**config.mk**
```make
export PLATFORM = sky130hd
export DESIGN_NAME = eeg_packet_parser_motor_drive_top_flat
export DESIGN_NICKNAME = d
export VERILOG_FILES = /design/src/eegpp_pkg.sv /design/src/eegpp_rx_if.sv /design/src/eegpp_res_if.sv /design/src/eegpp_cfg_if.sv /design/src/eeg_packet_parser_motor_drive_top.sv /design/src/flat_wrapper.sv
export SDC_FILE = /design/constraint.sdc
export NUM_CORES = 1
export LEC_CHECK = 0
export ABC_CLOCK_PERIOD_IN_PS = 8100
export BUFFER_PORTS_ARGS = -buffer_cell sky130_fd_sc_hd__buf_4
export CORE_UTILIZATION = 58
export CTS_BUF_LIST = sky130_fd_sc_hd__clkbuf_4
export DETAILED_ROUTE_END_ITERATION = 7
export GPL_TIMING_DRIVEN = 0
export PLACE_DENSITY = 0.8
export SLEW_MARGIN = 20
export SYNTH_ARGS = -nofsm -noshare
export SYNTH_HDL_FRONTEND = slang
export SYNTH_SLANG_ARGS = --single-unit
```
**constraint.sdc**
```tcl
create_clock -name clk -period 8.1 [get_ports clk]
set_input_delay 0 -clock clk [delete_from_list [all_inputs] [get_ports clk]]
set_output_delay 0 -clock clk [all_outputs]
set_load 0.01 [all_outputs]
```
**src/eegpp_pkg.sv**
```systemverilog
// shared types and constants for the headset packet parser with motor drive
package eegpp_pkg;

    // framing
    localparam logic [7:0] SYNC_BYTE    = 8'hAA;
    localparam logic [7:0] MAX_PAYLOAD  = 8'd169;

    // payload codes
    localparam logic [7:0] CODE_QUAL    = 8'h02;
    localparam logic [7:0] CODE_ATT     = 8'h04;
    localparam logic [7:0] CODE_MED     = 8'h05;
    localparam logic [7:0] CODE_SKIP_S  = 8'h80;
    localparam logic [7:0] CODE_SKIP_L  = 8'h83;

    // skip lengths for the two skip codes
    localparam logic [4:0] SKIP_SHORT   = 5'd3;
    localparam logic [4:0] SKIP_LONG    = 5'd25;

    // per-packet defaults
    localparam logic [7:0] QUAL_DEFAULT = 8'd200;
    localparam logic [7:0] ATT_MAX      = 8'd100;

    // x / 100 as (x * 5243) >> 19, exact for x up to 25500
    localparam logic [12:0] RECIP_100   = 13'd5243;
    localparam int          RECIP_SHIFT = 19;

    // parser phases, one-hot
    typedef enum logic [4:0] {
        PH_SYNC1   = 5'b00001,
        PH_SYNC2   = 5'b00010,
        PH_LEN     = 5'b00100,
        PH_PAYLOAD = 5'b01000,
        PH_CHECK   = 5'b10000
    } phase_t;

    // value byte expected next
    typedef enum logic [1:0] {
        PEND_NONE = 2'd0,
        PEND_QUAL = 2'd1,
        PEND_ATT  = 2'd2,
        PEND_MED  = 2'd3
    } pend_t;

endpackage

```
**src/eegpp_rx_if.sv**
```systemverilog
// request channel carrying one received serial byte
interface eegpp_rx_if;
    logic       valid;
    logic       ready;
    logic [7:0] rx_byte;

    modport source (output valid, output rx_byte, input ready);
    modport sink (input valid, input rx_byte, output ready);
endinterface

```
**src/eegpp_res_if.sv**
```systemverilog
// result channel carrying the decoded packet and motor drive state
interface eegpp_res_if;
    logic       valid;
    logic       ready;
    logic [7:0] signal_quality;
    logic [7:0] attention_level;
    logic [7:0] meditation_level;
    logic       motor_update;
    logic [8:0] pwm_duty;
    logic       wire_a;
    logic       wire_b;

    modport source (
        output valid, output signal_quality, output attention_level,
        output meditation_level, output motor_update, output pwm_duty,
        output wire_a, output wire_b, input ready
    );
    modport sink (
        input valid, input signal_quality, input attention_level,
        input meditation_level, input motor_update, input pwm_duty,
        input wire_a, input wire_b, output ready
    );
endinterface

```
**src/eegpp_cfg_if.sv**
```systemverilog
// configuration write channel for the motor direction register
interface eegpp_cfg_if;
    logic valid;
    logic ready;
    logic motor_direction;

    modport source (output valid, output motor_direction, input ready);
    modport sink (input valid, input motor_direction, output ready);
endinterface

```
**src/eeg_packet_parser_motor_drive_top.sv**
```systemverilog
// Headset packet parser with motor drive: top level
//
// rx carries one serial byte per request. The parser hunts two 0xAA sync
// bytes, reads a length, decodes the payload codes on the fly and checks the
// trailing checksum byte. Each packet with a good checksum yields one request
// on res: quality, attention, meditation, the drive update flag, the PWM duty
// and the two motor wire levels.
// cfg writes the one-bit motor direction; it is always ready and should only
// be written while no packet is in flight.
// Throughput: one byte per cycle while rx is not stalled, set by the single
// register stage of the parser state. The result appears in the cycle after
// the checksum byte is taken and stays until res.ready.
// Stall: a held result only blocks rx when the next byte is a checksum byte;
// all other bytes keep flowing.
// Reset: rst_n clears the parser to sync hunting, the wires to low and the
// direction register to 1.
module eeg_packet_parser_motor_drive_top
    import eegpp_pkg::*;
(
    input  logic         clk,
    input  logic         rst_n,
    eegpp_rx_if.sink     rx,
    eegpp_res_if.source  res,
    eegpp_cfg_if.sink    cfg
);

    phase_t      phase_reg, phase_next;
    pend_t       pend_reg, pend_next;
    logic [7:0]  len_reg, len_next;
    logic [7:0]  idx_reg, idx_next;
    logic [7:0]  sum_reg, sum_next;
    logic [4:0]  skip_reg, skip_next;
    logic [7:0]  qual_reg, qual_next;
    logic [7:0]  att_reg, att_next;
    logic [7:0]  med_reg, med_next;
    logic        drive_reg, drive_next;
    logic [1:0]  wires_reg, wires_next;
    logic        dir_reg;

    logic        out_valid_reg, out_valid_next;
    logic [7:0]  out_qual_reg, out_att_reg, out_med_reg;
    logic        out_upd_reg;
    logic [8:0]  out_duty_reg;
    logic        emit;

    logic        rx_fire;
    logic [7:0]  b;
    logic [7:0]  idx_inc;
    logic [15:0] att_x255;
    logic [28:0] att_prod;
    logic [7:0]  speed;
    logic [9:0]  speed_x3;
    logic [8:0]  duty;
    logic        att_ok;

    // only a checksum byte can create a result, so only it waits on the output
    assign rx.ready = !out_valid_reg || res.ready || (phase_reg != PH_CHECK);
    assign rx_fire  = rx.valid && rx.ready;
    assign b        = rx.rx_byte;
    assign idx_inc  = idx_reg + 8'd1;
    assign cfg.ready = 1'b1;

    // speed = attention * 255 / 100, duty = speed * 3 / 2
    assign att_x255 = {att_reg, 8'd0} - {8'd0, att_reg};
    assign att_prod = {13'd0, att_x255} * {16'd0, RECIP_100};
    assign speed    = att_prod[RECIP_SHIFT +: 8];
    assign speed_x3 = {2'd0, speed} + {1'b0, speed, 1'b0};
    assign duty     = speed_x3[9:1];
    assign att_ok   = (att_reg != 8'd0) && (att_reg <= ATT_MAX);

    // parser next state
    always_comb
    begin
        phase_next = phase_reg;
        pend_next  = pend_reg;
        len_next   = len_reg;
        idx_next   = idx_reg;
        sum_next   = sum_reg;
        skip_next  = skip_reg;
        qual_next  = qual_reg;
        att_next   = att_reg;
        med_next   = med_reg;
        drive_next = drive_reg;
        wires_next = wires_reg;
        emit       = 1'b0;
        if (rx_fire)
        begin
            case (phase_reg)
                PH_SYNC1:
                begin
                    if (b == SYNC_BYTE)
                        phase_next = PH_SYNC2;
                end
                PH_SYNC2:
                begin
                    phase_next = (b == SYNC_BYTE) ? PH_LEN : PH_SYNC1;
                end
                PH_LEN:
                begin
                    if (b > MAX_PAYLOAD)
                    begin
                        phase_next = PH_SYNC1;
                    end
                    else
                    begin
                        len_next   = b;
                        idx_next   = 8'd0;
                        sum_next   = 8'd0;
                        skip_next  = 5'd0;
                        pend_next  = PEND_NONE;
                        qual_next  = QUAL_DEFAULT;
                        att_next   = 8'd0;
                        med_next   = 8'd0;
                        drive_next = 1'b0;
                        phase_next = (b == 8'd0) ? PH_CHECK : PH_PAYLOAD;
                    end
                end
                PH_PAYLOAD:
                begin
                    sum_next = sum_reg + b;
                    idx_next = idx_inc;
                    if (idx_inc >= len_reg)
                        phase_next = PH_CHECK;
                    if (skip_reg != 5'd0)
                    begin
                        skip_next = skip_reg - 5'd1;
                    end
                    else
                    begin
                        case (pend_reg)
                            PEND_QUAL:
                            begin
                                qual_next  = b;
                                drive_next = 1'b1;
                                pend_next  = PEND_NONE;
                            end
                            PEND_ATT:
                            begin
                                att_next  = b;
                                pend_next = PEND_NONE;
                            end
                            PEND_MED:
                            begin
                                med_next  = b;
                                pend_next = PEND_NONE;
                            end
                            default:
                            begin
                                // code byte
                                if (b == CODE_QUAL)
                                    pend_next = PEND_QUAL;
                                else if (b == CODE_ATT)
                                    pend_next = PEND_ATT;
                                else if (b == CODE_MED)
                                    pend_next = PEND_MED;
                                else if (b == CODE_SKIP_S)
                                    skip_next = SKIP_SHORT;
                                else if (b == CODE_SKIP_L)
                                    skip_next = SKIP_LONG;
                            end
                        endcase
                    end
                end
                PH_CHECK:
                begin
                    phase_next = PH_SYNC1;
                    if (b == ~sum_reg)
                    begin
                        emit       = 1'b1;
                        drive_next = 1'b0;
                        if (drive_reg && att_ok)
                            wires_next = dir_reg ? 2'b01 : 2'b10;
                    end
                end
                default:
                begin
                    phase_next = PH_SYNC1;
                end
            endcase
        end
    end

    // result handshake
    always_comb
    begin
        out_valid_next = out_valid_reg;
        if (res.ready)
            out_valid_next = 1'b0;
        if (emit)
            out_valid_next = 1'b1;
    end

    // control and parser state
    always_ff @(posedge clk or negedge rst_n)
    begin
        if (!rst_n)
        begin
            phase_reg     <= PH_SYNC1;
            pend_reg      <= PEND_NONE;
            len_reg       <= 8'd0;
            idx_reg       <= 8'd0;
            sum_reg       <= 8'd0;
            skip_reg      <= 5'd0;
            qual_reg      <= QUAL_DEFAULT;
            att_reg       <= 8'd0;
            med_reg       <= 8'd0;
            drive_reg     <= 1'b0;
            wires_reg     <= 2'b00;
            dir_reg       <= 1'b1;
            out_valid_reg <= 1'b0;
        end
        else
        begin
            phase_reg     <= phase_next;
            pend_reg      <= pend_next;
            len_reg       <= len_next;
            idx_reg       <= idx_next;
            sum_reg       <= sum_next;
            skip_reg      <= skip_next;
            qual_reg      <= qual_next;
            att_reg       <= att_next;
            med_reg       <= med_next;
            drive_reg     <= drive_next;
            wires_reg     <= wires_next;
            out_valid_reg <= out_valid_next;
            if (cfg.valid && cfg.ready)
                dir_reg <= cfg.motor_direction;
        end
    end

    // result payload
    always_ff @(posedge clk)
    begin
        if (emit)
        begin
            out_qual_reg <= qual_reg;
            out_att_reg  <= att_reg;
            out_med_reg  <= med_reg;
            out_upd_reg  <= drive_reg;
            out_duty_reg <= (drive_reg && att_ok) ? duty : 9'd0;
        end
    end

    assign res.valid            = out_valid_reg;
    assign res.signal_quality   = out_qual_reg;
    assign res.attention_level  = out_att_reg;
    assign res.meditation_level = out_med_reg;
    assign res.motor_update     = out_upd_reg;
    assign res.pwm_duty         = out_duty_reg;
    assign res.wire_a           = wires_reg[0];
    assign res.wire_b           = wires_reg[1];

    // a result only follows a checksum byte
    a_emit_from_check: assert property (@(posedge clk) disable iff (!rst_n)
        $rose(out_valid_reg) |-> $past(phase_reg == PH_CHECK))
        else $error("result without checksum byte");

    // rx only stalls on a checksum byte behind a held result
    a_stall_cause: assert property (@(posedge clk) disable iff (!rst_n)
        !rx.ready |-> (out_valid_reg && phase_reg == PH_CHECK))
        else $error("rx stalled without a pending result");

    // index stays inside the payload
    a_idx_bound: assert property (@(posedge clk) disable iff (!rst_n)
        (phase_reg == PH_PAYLOAD) |-> (idx_reg < len_reg))
        else $error("payload index past length");

    // nonzero duty only with a drive update
    a_duty_upd: assert property (@(posedge clk) disable iff (!rst_n)
        (out_valid_reg && out_duty_reg != 9'd0) |-> out_upd_reg)
        else $error("duty without drive update");

    // skip count never above the long skip
    a_skip_bound: assert property (@(posedge clk) disable iff (!rst_n)
        skip_reg <= SKIP_LONG)
        else $error("skip count out of range");

endmodule
```
**src/flat_wrapper.sv**
```systemverilog
// flat-port wrapper written by rule: the top's interface ports become plain ports
module eeg_packet_parser_motor_drive_top_flat import eegpp_pkg::*;
  (clk, rst_n, rx_valid, rx_rx_byte, rx_ready, res_valid, res_signal_quality, res_attention_level, res_meditation_level, res_motor_update, res_pwm_duty, res_wire_a, res_wire_b, res_ready, cfg_valid, cfg_motor_direction, cfg_ready);
  eegpp_rx_if rx_i ();
  eegpp_res_if res_i ();
  eegpp_cfg_if cfg_i ();
  input  logic clk;
  input  logic rst_n;
  input wire logic [$bits(rx_i.valid)-1:0] rx_valid;
  input wire logic [$bits(rx_i.rx_byte)-1:0] rx_rx_byte;
  output wire logic [$bits(rx_i.ready)-1:0] rx_ready;
  output wire logic [$bits(res_i.valid)-1:0] res_valid;
  output wire logic [$bits(res_i.signal_quality)-1:0] res_signal_quality;
  output wire logic [$bits(res_i.attention_level)-1:0] res_attention_level;
  output wire logic [$bits(res_i.meditation_level)-1:0] res_meditation_level;
  output wire logic [$bits(res_i.motor_update)-1:0] res_motor_update;
  output wire logic [$bits(res_i.pwm_duty)-1:0] res_pwm_duty;
  output wire logic [$bits(res_i.wire_a)-1:0] res_wire_a;
  output wire logic [$bits(res_i.wire_b)-1:0] res_wire_b;
  input wire logic [$bits(res_i.ready)-1:0] res_ready;
  input wire logic [$bits(cfg_i.valid)-1:0] cfg_valid;
  input wire logic [$bits(cfg_i.motor_direction)-1:0] cfg_motor_direction;
  output wire logic [$bits(cfg_i.ready)-1:0] cfg_ready;
  assign rx_i.valid = rx_valid;
  assign rx_i.rx_byte = rx_rx_byte;
  assign rx_ready = rx_i.ready;
  assign res_valid = res_i.valid;
  assign res_signal_quality = res_i.signal_quality;
  assign res_attention_level = res_i.attention_level;
  assign res_meditation_level = res_i.meditation_level;
  assign res_motor_update = res_i.motor_update;
  assign res_pwm_duty = res_i.pwm_duty;
  assign res_wire_a = res_i.wire_a;
  assign res_wire_b = res_i.wire_b;
  assign res_i.ready = res_ready;
  assign cfg_i.valid = cfg_valid;
  assign cfg_i.motor_direction = cfg_motor_direction;
  assign cfg_ready = cfg_i.ready;
  eeg_packet_parser_motor_drive_top u_core (.clk(clk), .rst_n(rst_n), .rx(rx_i), .res(res_i), .cfg(cfg_i));
endmodule
```
==> results.txt, run 1 <==
The final hold violation count was 0. In the layout the commonest cells are sky130_fd_sc_hd__inv_1, sky130_fd_sc_hd__ha_1, sky130_fd_sc_hd__buf_4. The growth of design area from synthesis to finish is 16.1%. The cell area that synthesis handed to floorplanning was roughly 9000 µm². The tool flagged a number of max-cap violations equal to 0. The power per standard cell area is around 84 nW/µm². The area enclosed by the die boundary came out at about 16000 µm². The number of H-tree levels came out at 3. The final routed DRC violation total came out at 0.

The total of buffers placed on input and output ports came out at 51. The final sum of negative setup slack is 0 ns. The run finished with clean final reports. The first global-routing pass estimated 32200 µm of wire.

In the synthesized netlist the dominant register cell turns out to be sky130_fd_sc_hd__dfrtp_1. Clock tree synthesis selected as its root buffer the cell sky130_fd_sc_hd__clkbuf_4. The total via count after detailed routing came out at ~6700.

The clock drives just under 100 sinks. The measured slew at the worst slew-check pin is approximately 1.1 ns. For this run, the slowest stage of the critical path takes approximately 0.59 ns. The first TritonRoute pass finished after 6 iterations. In this design, the critical path's most frequently occurring cell is sky130_fd_sc_hd__fa_1. The deepest clock path buffer count is 2. The initial utilization of the core area, before any placement, comes to about three fifths. In the final routed layout, each cell accounts on average for roughly 18 µm.

The largest net degree at the start of global routing is 66. The number of diodes is 0. The distinct cell type count after synthesis came out at 67. The via count of the first global-routing pass came out at approximately 6700.

The path class of the tightest hold or removal check is primary input to async pin. The routability-driven placement congestion ratio came out at between 0.8 and 0.9. The share of the core filled with cells is between 60% and 70%. The number of I/O pins came out at 53.

The post-detailed-route via-to-cell ratio came out at approximately 5.7. The CTS buffer count is 9. The number of synthesized register bits came out at between 90 and 100. The initial antenna violation count is 0. The switching power total is a little over 200 µW. The maximum VDD drop is roughly 0.10 mV. In this run the static leakage power is about 0.0055 µW. The TritonCTS clock tree is built. The count of flip-flops with a built-in enable after synthesis is 34. The share of synthesized registers carrying an async set or reset came out at about two thirds.

The width of the chip came out at between 100 and 150 µm. The net count after synthesis is between 1000 and 1500. In this run the tightest slew margin relative to its limit is between 20% and 30%. The worst reg-to-reg path cell count came out at 30. The region available for standard cell placement spans 15200 µm². The net count of the finished layout came out at between 1000 and 1500. The combinational group share of total power came out at 6.4%. The number of antenna-violating nets in the routed design is 0. The total routing usage reported by global routing came out at around 26%.

Sequential cells were found to cover 29.4% of the synthesized design area. The die height is between 100 and 150 µm. The count of pins over their slew limit is 0.

The total wire length is 21100 µm. Leaving out fill and tap cells, the most frequent cell in the layout is sky130_fd_sc_hd__inv_1. The final worst clock skew came out at approximately 0.022 ns. The violation count after the first detailed-route iteration is roughly 320. The element type at the critical path end is a register. The proportion of layout cells with a drive suffix above 1 is between 20% and 30%.

The data arrival time of the worst path is a little over 8 ns. The maximum achievable frequency came out at ~0.13 GHz. After global routing the overflow that remains totals 0. The number of inserted filler cells in the final layout came out at between 1000 and 1500. After technology mapping, the gate count stands at 883. The peak fanout along the critical path is 8. The register with the most flip-flops in the layout has 9 of them. Setup violations remaining at the end of the flow were counted as 0.

The number of warnings issued by yosys came out at 0. Data on the critical path is required at its endpoint by around 8.3 ns. The count of standard-cell rows came out at 45.

The setup path with the least slack is of type register to register. The proportion of power drawn by the clock network is 33.8%. The final cycle utilization of the critical path is 97.6%. The worst setup path is launched from a register. The clock transition time at the flip-flop clock pins of the worst setup and hold paths is around 0.15 ns. On the critical path, the stage with the largest delay is an instance of sky130_fd_sc_hd__or4_4. The source-to-sink clock delay at the later pin of the worst-skew pair came out at between 0.4 and 0.5 ns. Detailed placement finished with a half-perimeter wire length of roughly 15000 µm.

The post-layout minimum cycle time is 7.91 ns. The average footprint of a synthesized cell is slightly above 10 µm². The sequential power share came out at around 60%. Cell internal power was estimated by the tool at a little under 700 µW. The switching part of the total power is 23.0%.
-- stage by stage --
stage	total power (µW)	setup slack, ns	hold slack [ns]	std cells	instance area, µm²
finish	878	0.193	0.179	1181	10500
floorplan	564	0.293	-0.296	883	9020
CTS	880	0.00219	0.135	1160	10100
global placement	585	-0.598	0.145	1122	9640
global route	909	-0.144	0.176	1181	10500
detailed placement	586	-0.779	0.152	1123	9660
-- repair_timing --
| action | CTS | global route |
|---|---|---|
| endpoints found under the hold margin | 77 | 0 |
| setup buffers | 10 | 22 |
| pin swaps | 5 | 30 |
| hold buffers | 12 | 0 |
| gates resized for setup | 25 | 35 |
| setup endpoints to repair | 8 | 6 |
-- cells by family (layout without fill, tap and decap cells) --
group,after synthesis,in the layout,share of synthesized area [%]
multiplexers,32,32,3.97
flip-flops,99,99,29.4
adder cells (fa/ha/maj),195,195,32.8
other,1,1,0.0416
AO/OA/AOI/OAI,144,144,10.9
XOR/XNOR,53,53,5.44
buffers and inverters,188,298,7.92
AND/OR/NAND/NOR,171,171,9.60
-- layer usage --
metal	routed length, µm	GRT usage [%]
met5	0	0
met4	1010	10.6
met3	912	4.30
met2	10700	45.8
met1	8490	31.4
-- area by class of cell --
| type | instances | area, µm² | share of cell area, % |
|---|---|---|---|
| Multi-Input combinational cell | 596 | 5940 | 56.7 |
| Sequential cell | 99 | 2660 | 25.3 |
| Timing Repair Buffer | 96 | 767 | 7.32 |
| Inverter | 167 | 629 | 6.01 |
| Tap cell | 188 | 235 | 2.24 |
| Clock inverter | 6 | 88.8 | 0.848 |
| Buffer | 19 | 86.3 | 0.824 |
| Clock buffer | 10 | 75.1 | 0.716 |
-- worst paths after layout --
kind                                   start                        endpoint  slack [ns]
hold reg to reg            u_core.med_reg[2]  u_core.res.meditation_level[2]        0.47
setup / recovery           u_core.att_reg[1]          u_core.res.pwm_duty[5]        0.19
setup reg to reg           u_core.att_reg[1]          u_core.res.pwm_duty[5]        0.19
min in group clk               rx_rx_byte[7]              u_core.qual_reg[7]        0.18
hold / removal                         rst_n               u_core.med_reg[1]        0.18
max in group asynchronous              rst_n               u_core.att_reg[1]        7.34
-- power by group through the flow --
stage	clock network [µW]	logic, µW	registers [µW]
after floorplan	0	29.9	534
after global placement	0	50.1	535
after detailed placement	0	50.9	535
after CTS	300	55.4	525
after global routing	323	60.7	526
final	297	56.0	525
-- critical path: cells and delay by family (launching register included) --
kind / cells / cell delay (ns)
fa+ha+maj: 6 / 2.62
simple gates: 10 / 2.32
compound gates: 5 / 1.09
buf+inv: 6 / 0.70
flops: 1 / 0.49
xor+xnor: 3 / 0.45
-- cell usage after synthesis, drive strengths merged, types with 20 or more instances --
| master | count | share of area [%] |
|---|---|---|
| a21oi | 38 | 2.2 |
| dfrtp | 60 | 17 |
| edfxtp | 34 | 11 |
| fa | 69 | 15 |
| ha | 125 | 17 |
| inv | 167 | 6.9 |
| mux2 | 30 | 3.7 |
| nand2 | 32 | 1.3 |
| nand3 | 20 | 1.1 |
| nor2 | 47 | 2.0 |
| o21ai | 31 | 1.8 |
| xnor2 | 34 | 3.3 |
Power figures use the tool's default switching activity.
==> run 2: changes to the inputs <==
- ABC_AREA: unset -> 1
- PLACE_DENSITY: 0.8 -> 0.79
==> run 2 against run 1 <==
  * Synthesized cell count is 30% higher
  * Hold slack got worse by 0.088 ns
  * Die area increased by 7.2%
  * Via count rose by 12%
  * Cell area is 1.7% higher
  * Routed wire length decreased by 1.7%
  * Global-route usage is 0.064 points higher
  * Worst setup slack better by 0.41 ns
  * Critical path type unchanged
  * Largest power group unchanged
==> results.txt, run 2 <==
The via count of the first global-routing pass was 7707 (+15%). The total via count after detailed routing was 7464 (+12%). The critical path startpoint category is a register.

The leading cell type in the layout, fill and taps excluded is sky130_fd_sc_hd__inv_1. For this design, the slowest cell found on the critical path is sky130_fd_sc_hd__fa_1. The number of warnings issued by yosys came out at 0 (unchanged).

The final-report setup violation count came to 0 (unchanged). The power per standard cell area came out at 124 nW/µm² (+47%). The switching part of the total power is 36.9% (+14 points).

The initial antenna violation count is 0 (unchanged). The die height is 131 µm (+3.6%). The proportion of synthesized chip area in sequential cells came out at 27.4% (-2.0 points). The routability-driven placement congestion ratio is 0.907 (+3.3%). The worst relative slew slack was 35.0% (+6.1 points).

The measured slew at the worst slew-check pin came out at 0.967 ns (-0.0917 ns). The internal cell power came out at 831 µW (+23%). The share of synthesized registers carrying an async set or reset is 65.7% (unchanged). In this run the worst hold path is classified as primary input to register. Ranked by instance count, the synthesized netlist is headed by sky130_fd_sc_hd__inv_1, sky130_fd_sc_hd__nand2_1, sky130_fd_sc_hd__ha_1.

The count of flip-flops with a built-in enable after synthesis came out at 34 (unchanged). The average footprint of a synthesized cell came to 8.42 µm² (-18%). The maximum VDD drop is 0.124 mV (+18%).

The clock net sink count came out at 99 (unchanged). The total wire length came to 20700 µm (-1.7%). In the layout the commonest cells are sky130_fd_sc_hd__inv_1, sky130_fd_sc_hd__nand2_1, sky130_fd_sc_hd__ha_1. The number of H-tree levels was 3 (unchanged). The maximum achievable frequency came out at 0.133 GHz (+5.4%). The flip-flop count of the largest register, all copies and words added came to 9 (unchanged). The peak fanout along the critical path came out at 7 (-1). The proportion of layout cells with a drive suffix above 1 came out at 12.8% (-7.6 points).

The post-layout minimum cycle time came out at 7.50 ns (-0.408 ns). The initial cell density of the core came out at 60.1% (+0.75 points). The prevailing post-synth register cell is sky130_fd_sc_hd__dfrtp_1. The data arrival time of the worst path came out at 7.75 ns (-0.37 ns). The final routed DRC violation total is 0 (unchanged). The placed cell count is 1419 (+26%). The global-route track usage on met2 came out at 46.4% (+0.67 points). The number of search-and-repair iterations in the first detailed-routing pass came to 6 (unchanged). The max capacitance violation total came out at 0 (unchanged). The tightest hold margin is 0.0918 ns (-0.0877 ns).

The final worst-path setup slack came out at 0.601 ns (+0.408 ns). The overflow left after global routing was 0 (unchanged). The share of the synthesized area in the top cell type came to 16.1% (-1.2 points). The post-detailed-placement half-perimeter wirelength came out at 17200 µm (+15%).

The routed length per instance is 14.3 µm (-20%). The proportion of power drawn by the clock network is 22.2% (-12 points). Setup repair after global routing left no endpoint under its margin. The core area came to 16100 µm² (+6.0%). The combinational group share of total power is 37.5% (+31 points). The violation count after the first detailed-route iteration is 404 (+28%). The number of inserted filler cells in the final layout came to 1352 (+27%).

The net count of the finished layout came out at 1435 (+20%). The synthesized netlist cell count is 1151 (+30%). In this run the most used layer during global routing was met2.

The number of I/O pins came to 53 (unchanged). The CTS buffer count is 9 (unchanged). The category of the most critical setup path is register to register. The buffer type at the clock tree root is sky130_fd_sc_hd__clkbuf_4. The clock transition time at the flip-flop clock pins of the worst setup and hold paths is 0.15 ns (about the same). The net count after synthesis came out at 1359 (+25%). The count of standard-cell rows was 46 (+2.2%). TritonCTS built the clock tree. The source-to-sink clock delay at the later pin of the worst-skew pair is 0.47 ns (about the same). The deepest clock path buffer count came out at 2 (unchanged).

The most numerous cell in the Yosys netlist is sky130_fd_sc_hd__inv_1. The flow ran to the end, and the final reports show no timing, DRC or antenna violations. The sequential power share is 40.4% (-19 points).

The library cell with the largest summed area after synthesis is sky130_fd_sc_hd__ha_1. The final worst clock skew is 0.0197 ns (-0.00275 ns). The worst setup path is captured at a register. The final sum of negative setup slack was 0 ns (unchanged). The area enclosed by the die boundary is 17200 µm² (+7.2%). The maximum single-stage delay on the critical path came to 0.57 ns (-0.02 ns). The width of the chip is 131 µm (+3.6%). The cell area after synthesis is 9690 µm² (+7.3%).

The distinct cell type count after synthesis was 55 (-18%). The global-route track usage on met1 was 31.1% (-0.23 points). The total of buffers placed on input and output ports is 51 (unchanged).

The count of pins over their slew limit is 0 (unchanged). The met3 track utilization from global routing came out at 4.98% (+0.67 points). The number of diodes is 0 (unchanged).

The post-detailed-route via-to-cell ratio came out at 5.15 (-8.9%). The post-CTS resize count came out at 0 (-100%). The total routing usage reported by global routing came to 25.9% (+0.064 points). The number of synthesized register bits is 99 (unchanged). The count of non-filler cells in the finished layout came out at 1448 (+23%). The switching power total is 485 µW (+140%). The final cycle utilization of the critical path is 92.6% (-5.0 points).

The largest net degree at the start of global routing is 66 (unchanged). By area the synthesized netlist is led by sky130_fd_sc_hd__ha_1, sky130_fd_sc_hd__dfrtp_1, sky130_fd_sc_hd__fa_1, sky130_fd_sc_hd__edfxtp_1, sky130_fd_sc_hd__inv_1. The total leakage power came out at 0.00580 µW (+4.7%). The critical path data required time came out at 8.35 ns (+0.04 ns). The number of buffers inserted to repair setup after CTS is 0 (-10).

The first-pass GRT wire length was 35500 µm (+10%). The worst slack at placement is 0.628 ns (+1.41 ns). The growth of design area from synthesis to finish is 10.0%. The number of antenna-violating nets in the routed design was 0 (unchanged).

The final hold violation count came out at 0 (unchanged).
## run 2: cell type report
cell class | count | area (µm²) | share of cell area, %
timing repair buffer | 65 | 533 | 5.00
tap | 216 | 270 | 2.54
sequential | 99 | 2650 | 24.9
inverter | 278 | 1050 | 9.84
multi-input combinational | 763 | 5910 | 55.5
buffer | 11 | 77.6 | 0.728
clock buffer | 9 | 67.6 | 0.634
clock inverter | 7 | 90.1 | 0.845
## run 2: worst paths after layout
check,from,endpoint,slack (ns),depth (start not counted)
setup reg to reg,u_core.att_reg[0],u_core.res.pwm_duty[6],0.60,36
min in group asynchronous,rst_n,u_core.med_reg[1],0.16,2
hold reg to reg,u_core.med_reg[6],u_core.res.meditation_level[6],0.46,0
max in group asynchronous,rst_n,u_core.idx_reg[3],7.39,2
setup / recovery,u_core.att_reg[0],u_core.res.pwm_duty[6],0.60,36
hold / removal,rx_valid,u_core.res.attention_level[5],0.09,3
## run 2: logic make-up after synthesis
group	synth area share (%)
compound gates	8.50
xor+xnor	3.49
fa+ha+maj	30.4
buf+inv	11.6
flops	27.4
other cells	0.0387
simple gates	18.5
## run 2: critical path, delay by kind of cell (launching register included)
kind	cells	cell delay [ns]
adders and majority gates	9	3.43
and+or+nand+nor	16	1.68
buffers and inverters	6	0.71
xor gates and xnor gates	2	0.55
DFF	1	0.51
AOI/OAI and AO/OA	3	0.39
## run 2: what timing repair did
item	CTS	global route
hold buffers	13	0
setup endpoints to repair	0	0
hold endpoints to repair	98	0
## run 2: per-layer routing
metal  vias to the layer above  wire (µm)
li1                       3753          -
met1                      3520       8770
met2                       158      10500
met3                        33        956
met4                         0        520
met5                         -          0
## run 2: stage by stage
| stage | cell area, µm² | util (%) | power (µW) |
|---|---|---|---|
| 5_1_grt | 10700 | 66.1 | 1420 |
| 6_report | 10700 | 66.1 | 1320 |
| 2_1_floorplan | 9690 | - | 925 |
| 3_5_place_dp | 10400 | 64.3 | 1030 |
| 3_3_place_gp | 10300 | 64.2 | 1010 |
| 4_1_cts | 10700 | 66.1 | 1330 |
## run 2: power by group through the flow
stage / Sequential (µW) / Clock, µW / Combinational (µW)
6_report: 531 / 292 / 493
5_1_grt: 532 / 320 / 566
4_1_cts: 531 / 300 / 496
3_5_place_dp: 541 / 0 / 489
3_3_place_gp: 541 / 0 / 471
2_1_floorplan: 540 / 0 / 385
==> run 3: changes to the inputs <==
- ABC_AREA: 1 -> unset
- CORE_UTILIZATION: 58 -> 50
- PLACE_DENSITY: 0.79 -> 0.7
==> run 3 against run 2 <==
  * Sequential cell count unchanged
  * Hold slack better by 0.079 ns
  * Core utilization down 6.6 points
  * Die area up 7.9%
  * Maximum frequency down 4.7%
  * Routed wire length down 6.3%
  * Clock power down 18%
  * Sequential power down 1%
  * Via count down 14%
  * Sequential share of layout area up 0.63 points
  * Critical path type unchanged
  * Critical endpoint unchanged
==> results.txt, run 3 (same netlist as run 1, synthesis figures left out) <==
The critical path startpoint category is a register. The final hold violation count came out at 0 (unchanged). The first-pass GRT wire length was 31200 µm (-12%).

The maximum single-stage delay on the critical path came out at 0.59 ns (+0.02 ns). The clock transition time at the flip-flop clock pins of the worst setup and hold paths came to 0.15 ns (about the same). The core area is 17500 µm² (+8.4%). TritonCTS built the clock tree.

The width of the chip is 136 µm (+3.9%). The initial cell density of the core is 51.6% (-8.5 points). The tightest hold margin is 0.170 ns (+0.0785 ns). The final worst clock skew came out at 0.0173 ns (-0.00237 ns). The total of buffers placed on input and output ports came out at 51 (unchanged). The initial antenna violation count is 0 (unchanged). The power per standard cell area is 78.7 nW/µm² (-36%).

The final cycle utilization of the critical path is 97.2% (+4.6 points). Grouping stages by cell kind, the critical path spends the most delay in adder cells. The post-detailed-placement half-perimeter wirelength came to 15200 µm (-12%). The worst slack at placement is -0.697 ns (-1.33 ns). The data arrival time of the worst path is 8.09 ns (+0.34 ns). The number of search-and-repair iterations in the first detailed-routing pass came to 6 (unchanged).

The max capacitance violation total is 0 (unchanged). The net count of the finished layout is 1191 (-17%). In this run the worst hold path is classified as primary input to async pin. The die height is 136 µm (+3.9%).

The measured slew at the worst slew-check pin came out at 0.850 ns (-0.117 ns). The area enclosed by the die boundary is 18600 µm² (+7.9%). The overflow left after global routing came out at 0 (unchanged). The routability-driven placement congestion ratio is 0.893 (-1.6%). The violation count after the first detailed-route iteration came out at 293 (-27%). The library cell used most frequently in the layout, excluding fill and tap cells, is sky130_fd_sc_hd__inv_1. The count of standard-cell rows came out at 48 (+4.3%). The CTS buffer count is 9 (unchanged). The total wire length was 19400 µm (-6.3%). The post-detailed-route via-to-cell ratio is 5.30 (+2.8%). The peak fanout along the critical path came out at 8 (+1). The flip-flop count of the largest register, all copies and words added is 9 (unchanged). The cell with the biggest individual delay on the critical path is sky130_fd_sc_hd__or4_4.

The maximum VDD drop came to 0.0845 mV (-32%). The proportion of layout cells with a drive suffix above 1 is 19.0% (+6.2 points). The final routed DRC violation total came out at 0 (unchanged). Setup repair after global routing could not meet its margin everywhere.

The via count of the first global-routing pass was 6358 (-18%). The deepest clock path buffer count was 2 (unchanged). The total via count after detailed routing is 6427 (-14%). The total routing usage reported by global routing came out at 21.9% (-4.0 points). The library cells used most frequently in the layout, excluding fill and tap cells, are sky130_fd_sc_hd__inv_1, sky130_fd_sc_hd__ha_1, sky130_fd_sc_hd__buf_4. The category of the most critical setup path is register to register. The number of diodes came out at 0 (unchanged). Clock tree synthesis selected as its root buffer the cell sky130_fd_sc_hd__clkbuf_4. The routed length per instance came to 16.0 µm (+12%). The source-to-sink clock delay at the later pin of the worst-skew pair came out at 0.46 ns (about the same). The worst relative slew slack came out at 43.3% (+8.3 points).

The number of buffer and inverter stages on the critical path is 6 (unchanged). The final-report setup violation count is 0 (unchanged). The total design power is 819 µW (-38%).

The total leakage power is 0.00551 µW (-5.0%). The final worst-path setup slack came to 0.228 ns (-0.373 ns). The largest net degree at the start of global routing came out at 66 (unchanged). The number of I/O pins came out at 53 (unchanged).

The clock net sink count came out at 99 (unchanged). The growth of design area from synthesis to finish is 15.3%. The number of H-tree levels came out at 3 (unchanged). STA classifies the critical path endpoint as a register.

The number of inserted filler cells in the final layout is 1438 (+6.4%). The critical path data required time is 8.32 ns (-0.03 ns). The maximum achievable frequency is 0.127 GHz (-4.7%). The run finished with clean final reports. The number of antenna-violating nets in the routed design came out at 0 (unchanged). The count of pins over their slew limit is 0 (unchanged).

The post-layout minimum cycle time came out at 7.87 ns (+0.373 ns).
## run 3: changes by cell type in the layout (fill, tap and decap cells not counted), moves of 20 or more
cell,change
sky130_fd_sc_hd__nand2_1,-197
sky130_fd_sc_hd__nor2_1,-29
sky130_fd_sc_hd__xnor2_1,+23
sky130_fd_sc_hd__mux2_2,+30
sky130_fd_sc_hd__buf_4,+25
sky130_fd_sc_hd__inv_1,-105
sky130_fd_sc_hd__nand2_2,-20
## run 3: metal layers
| metal | share of wire [%] | global-route usage [%] | wire length (µm) |
|---|---|---|---|
| met5 | 0 | 0 | 0 |
| met4 | 1.3 | 5.43 | 252 |
| met3 | 2.6 | 3.21 | 506 |
| met2 | 52 | 38.1 | 10000 |
| met1 | 45 | 28.4 | 8670 |
## run 3: metrics by stage
step / TNS [ns] / instances / cell area (µm²) / utilization (%)
after global placement: -3.02 / 1159 / 9690 / 55.4
after detailed placement: -3.53 / 1160 / 9710 / 55.6
after global routing: -0.201 / 1213 / 10400 / 59.5
after floorplan: 0 / 883 / 9020 / -
after CTS: 0 / 1197 / 10100 / 58.0
final: 0 / 1213 / 10400 / 59.5
## run 3: final timing paths
kind,startpoint,end,slack [ns],cells after the start
min in group clk,rx_rx_byte[7],u_core.qual_reg[7],0.17,4
setup reg to reg,u_core.att_reg[2],u_core.res.pwm_duty[6],0.23,30
max in group asynchronous,rst_n,u_core.att_reg[0],7.31,2
hold reg to reg,u_core.med_reg[6],u_core.res.meditation_level[6],0.45,0
hold / removal,rst_n,u_core.qual_reg[5],0.17,2
setup / recovery,u_core.att_reg[2],u_core.res.pwm_duty[6],0.23,30
## run 3: repair_timing
item | 4_1_cts | 5_1_grt
hold buffers | 13 | 0
pin swaps | 5 | 20
gates cloned | 0 | 0
setup endpoints to repair | 8 | 5
buffers inserted | 9 | 17
endpoints found under the hold margin | 78 | 0
gates resized for setup | 23 | 25
## run 3: cell type report
type | instances | area (µm²) | share of cell area, %
Multi-Input combinational cell | 596 | 5910 | 56.8
Sequential cell | 99 | 2660 | 25.5
Timing Repair Buffer | 91 | 728 | 7.00
Inverter | 167 | 627 | 6.03
Tap cell | 225 | 282 | 2.71
Buffer | 19 | 86.3 | 0.830
Clock buffer | 10 | 75.1 | 0.722
Clock inverter | 6 | 38.8 | 0.373
## run 3: where the power goes
group          leakage [µW]  switching [µW]  internal (µW)
registers           0.00121            4.55            521
clock network     0.0000689             170           67.5
logic               0.00424            30.5           25.8
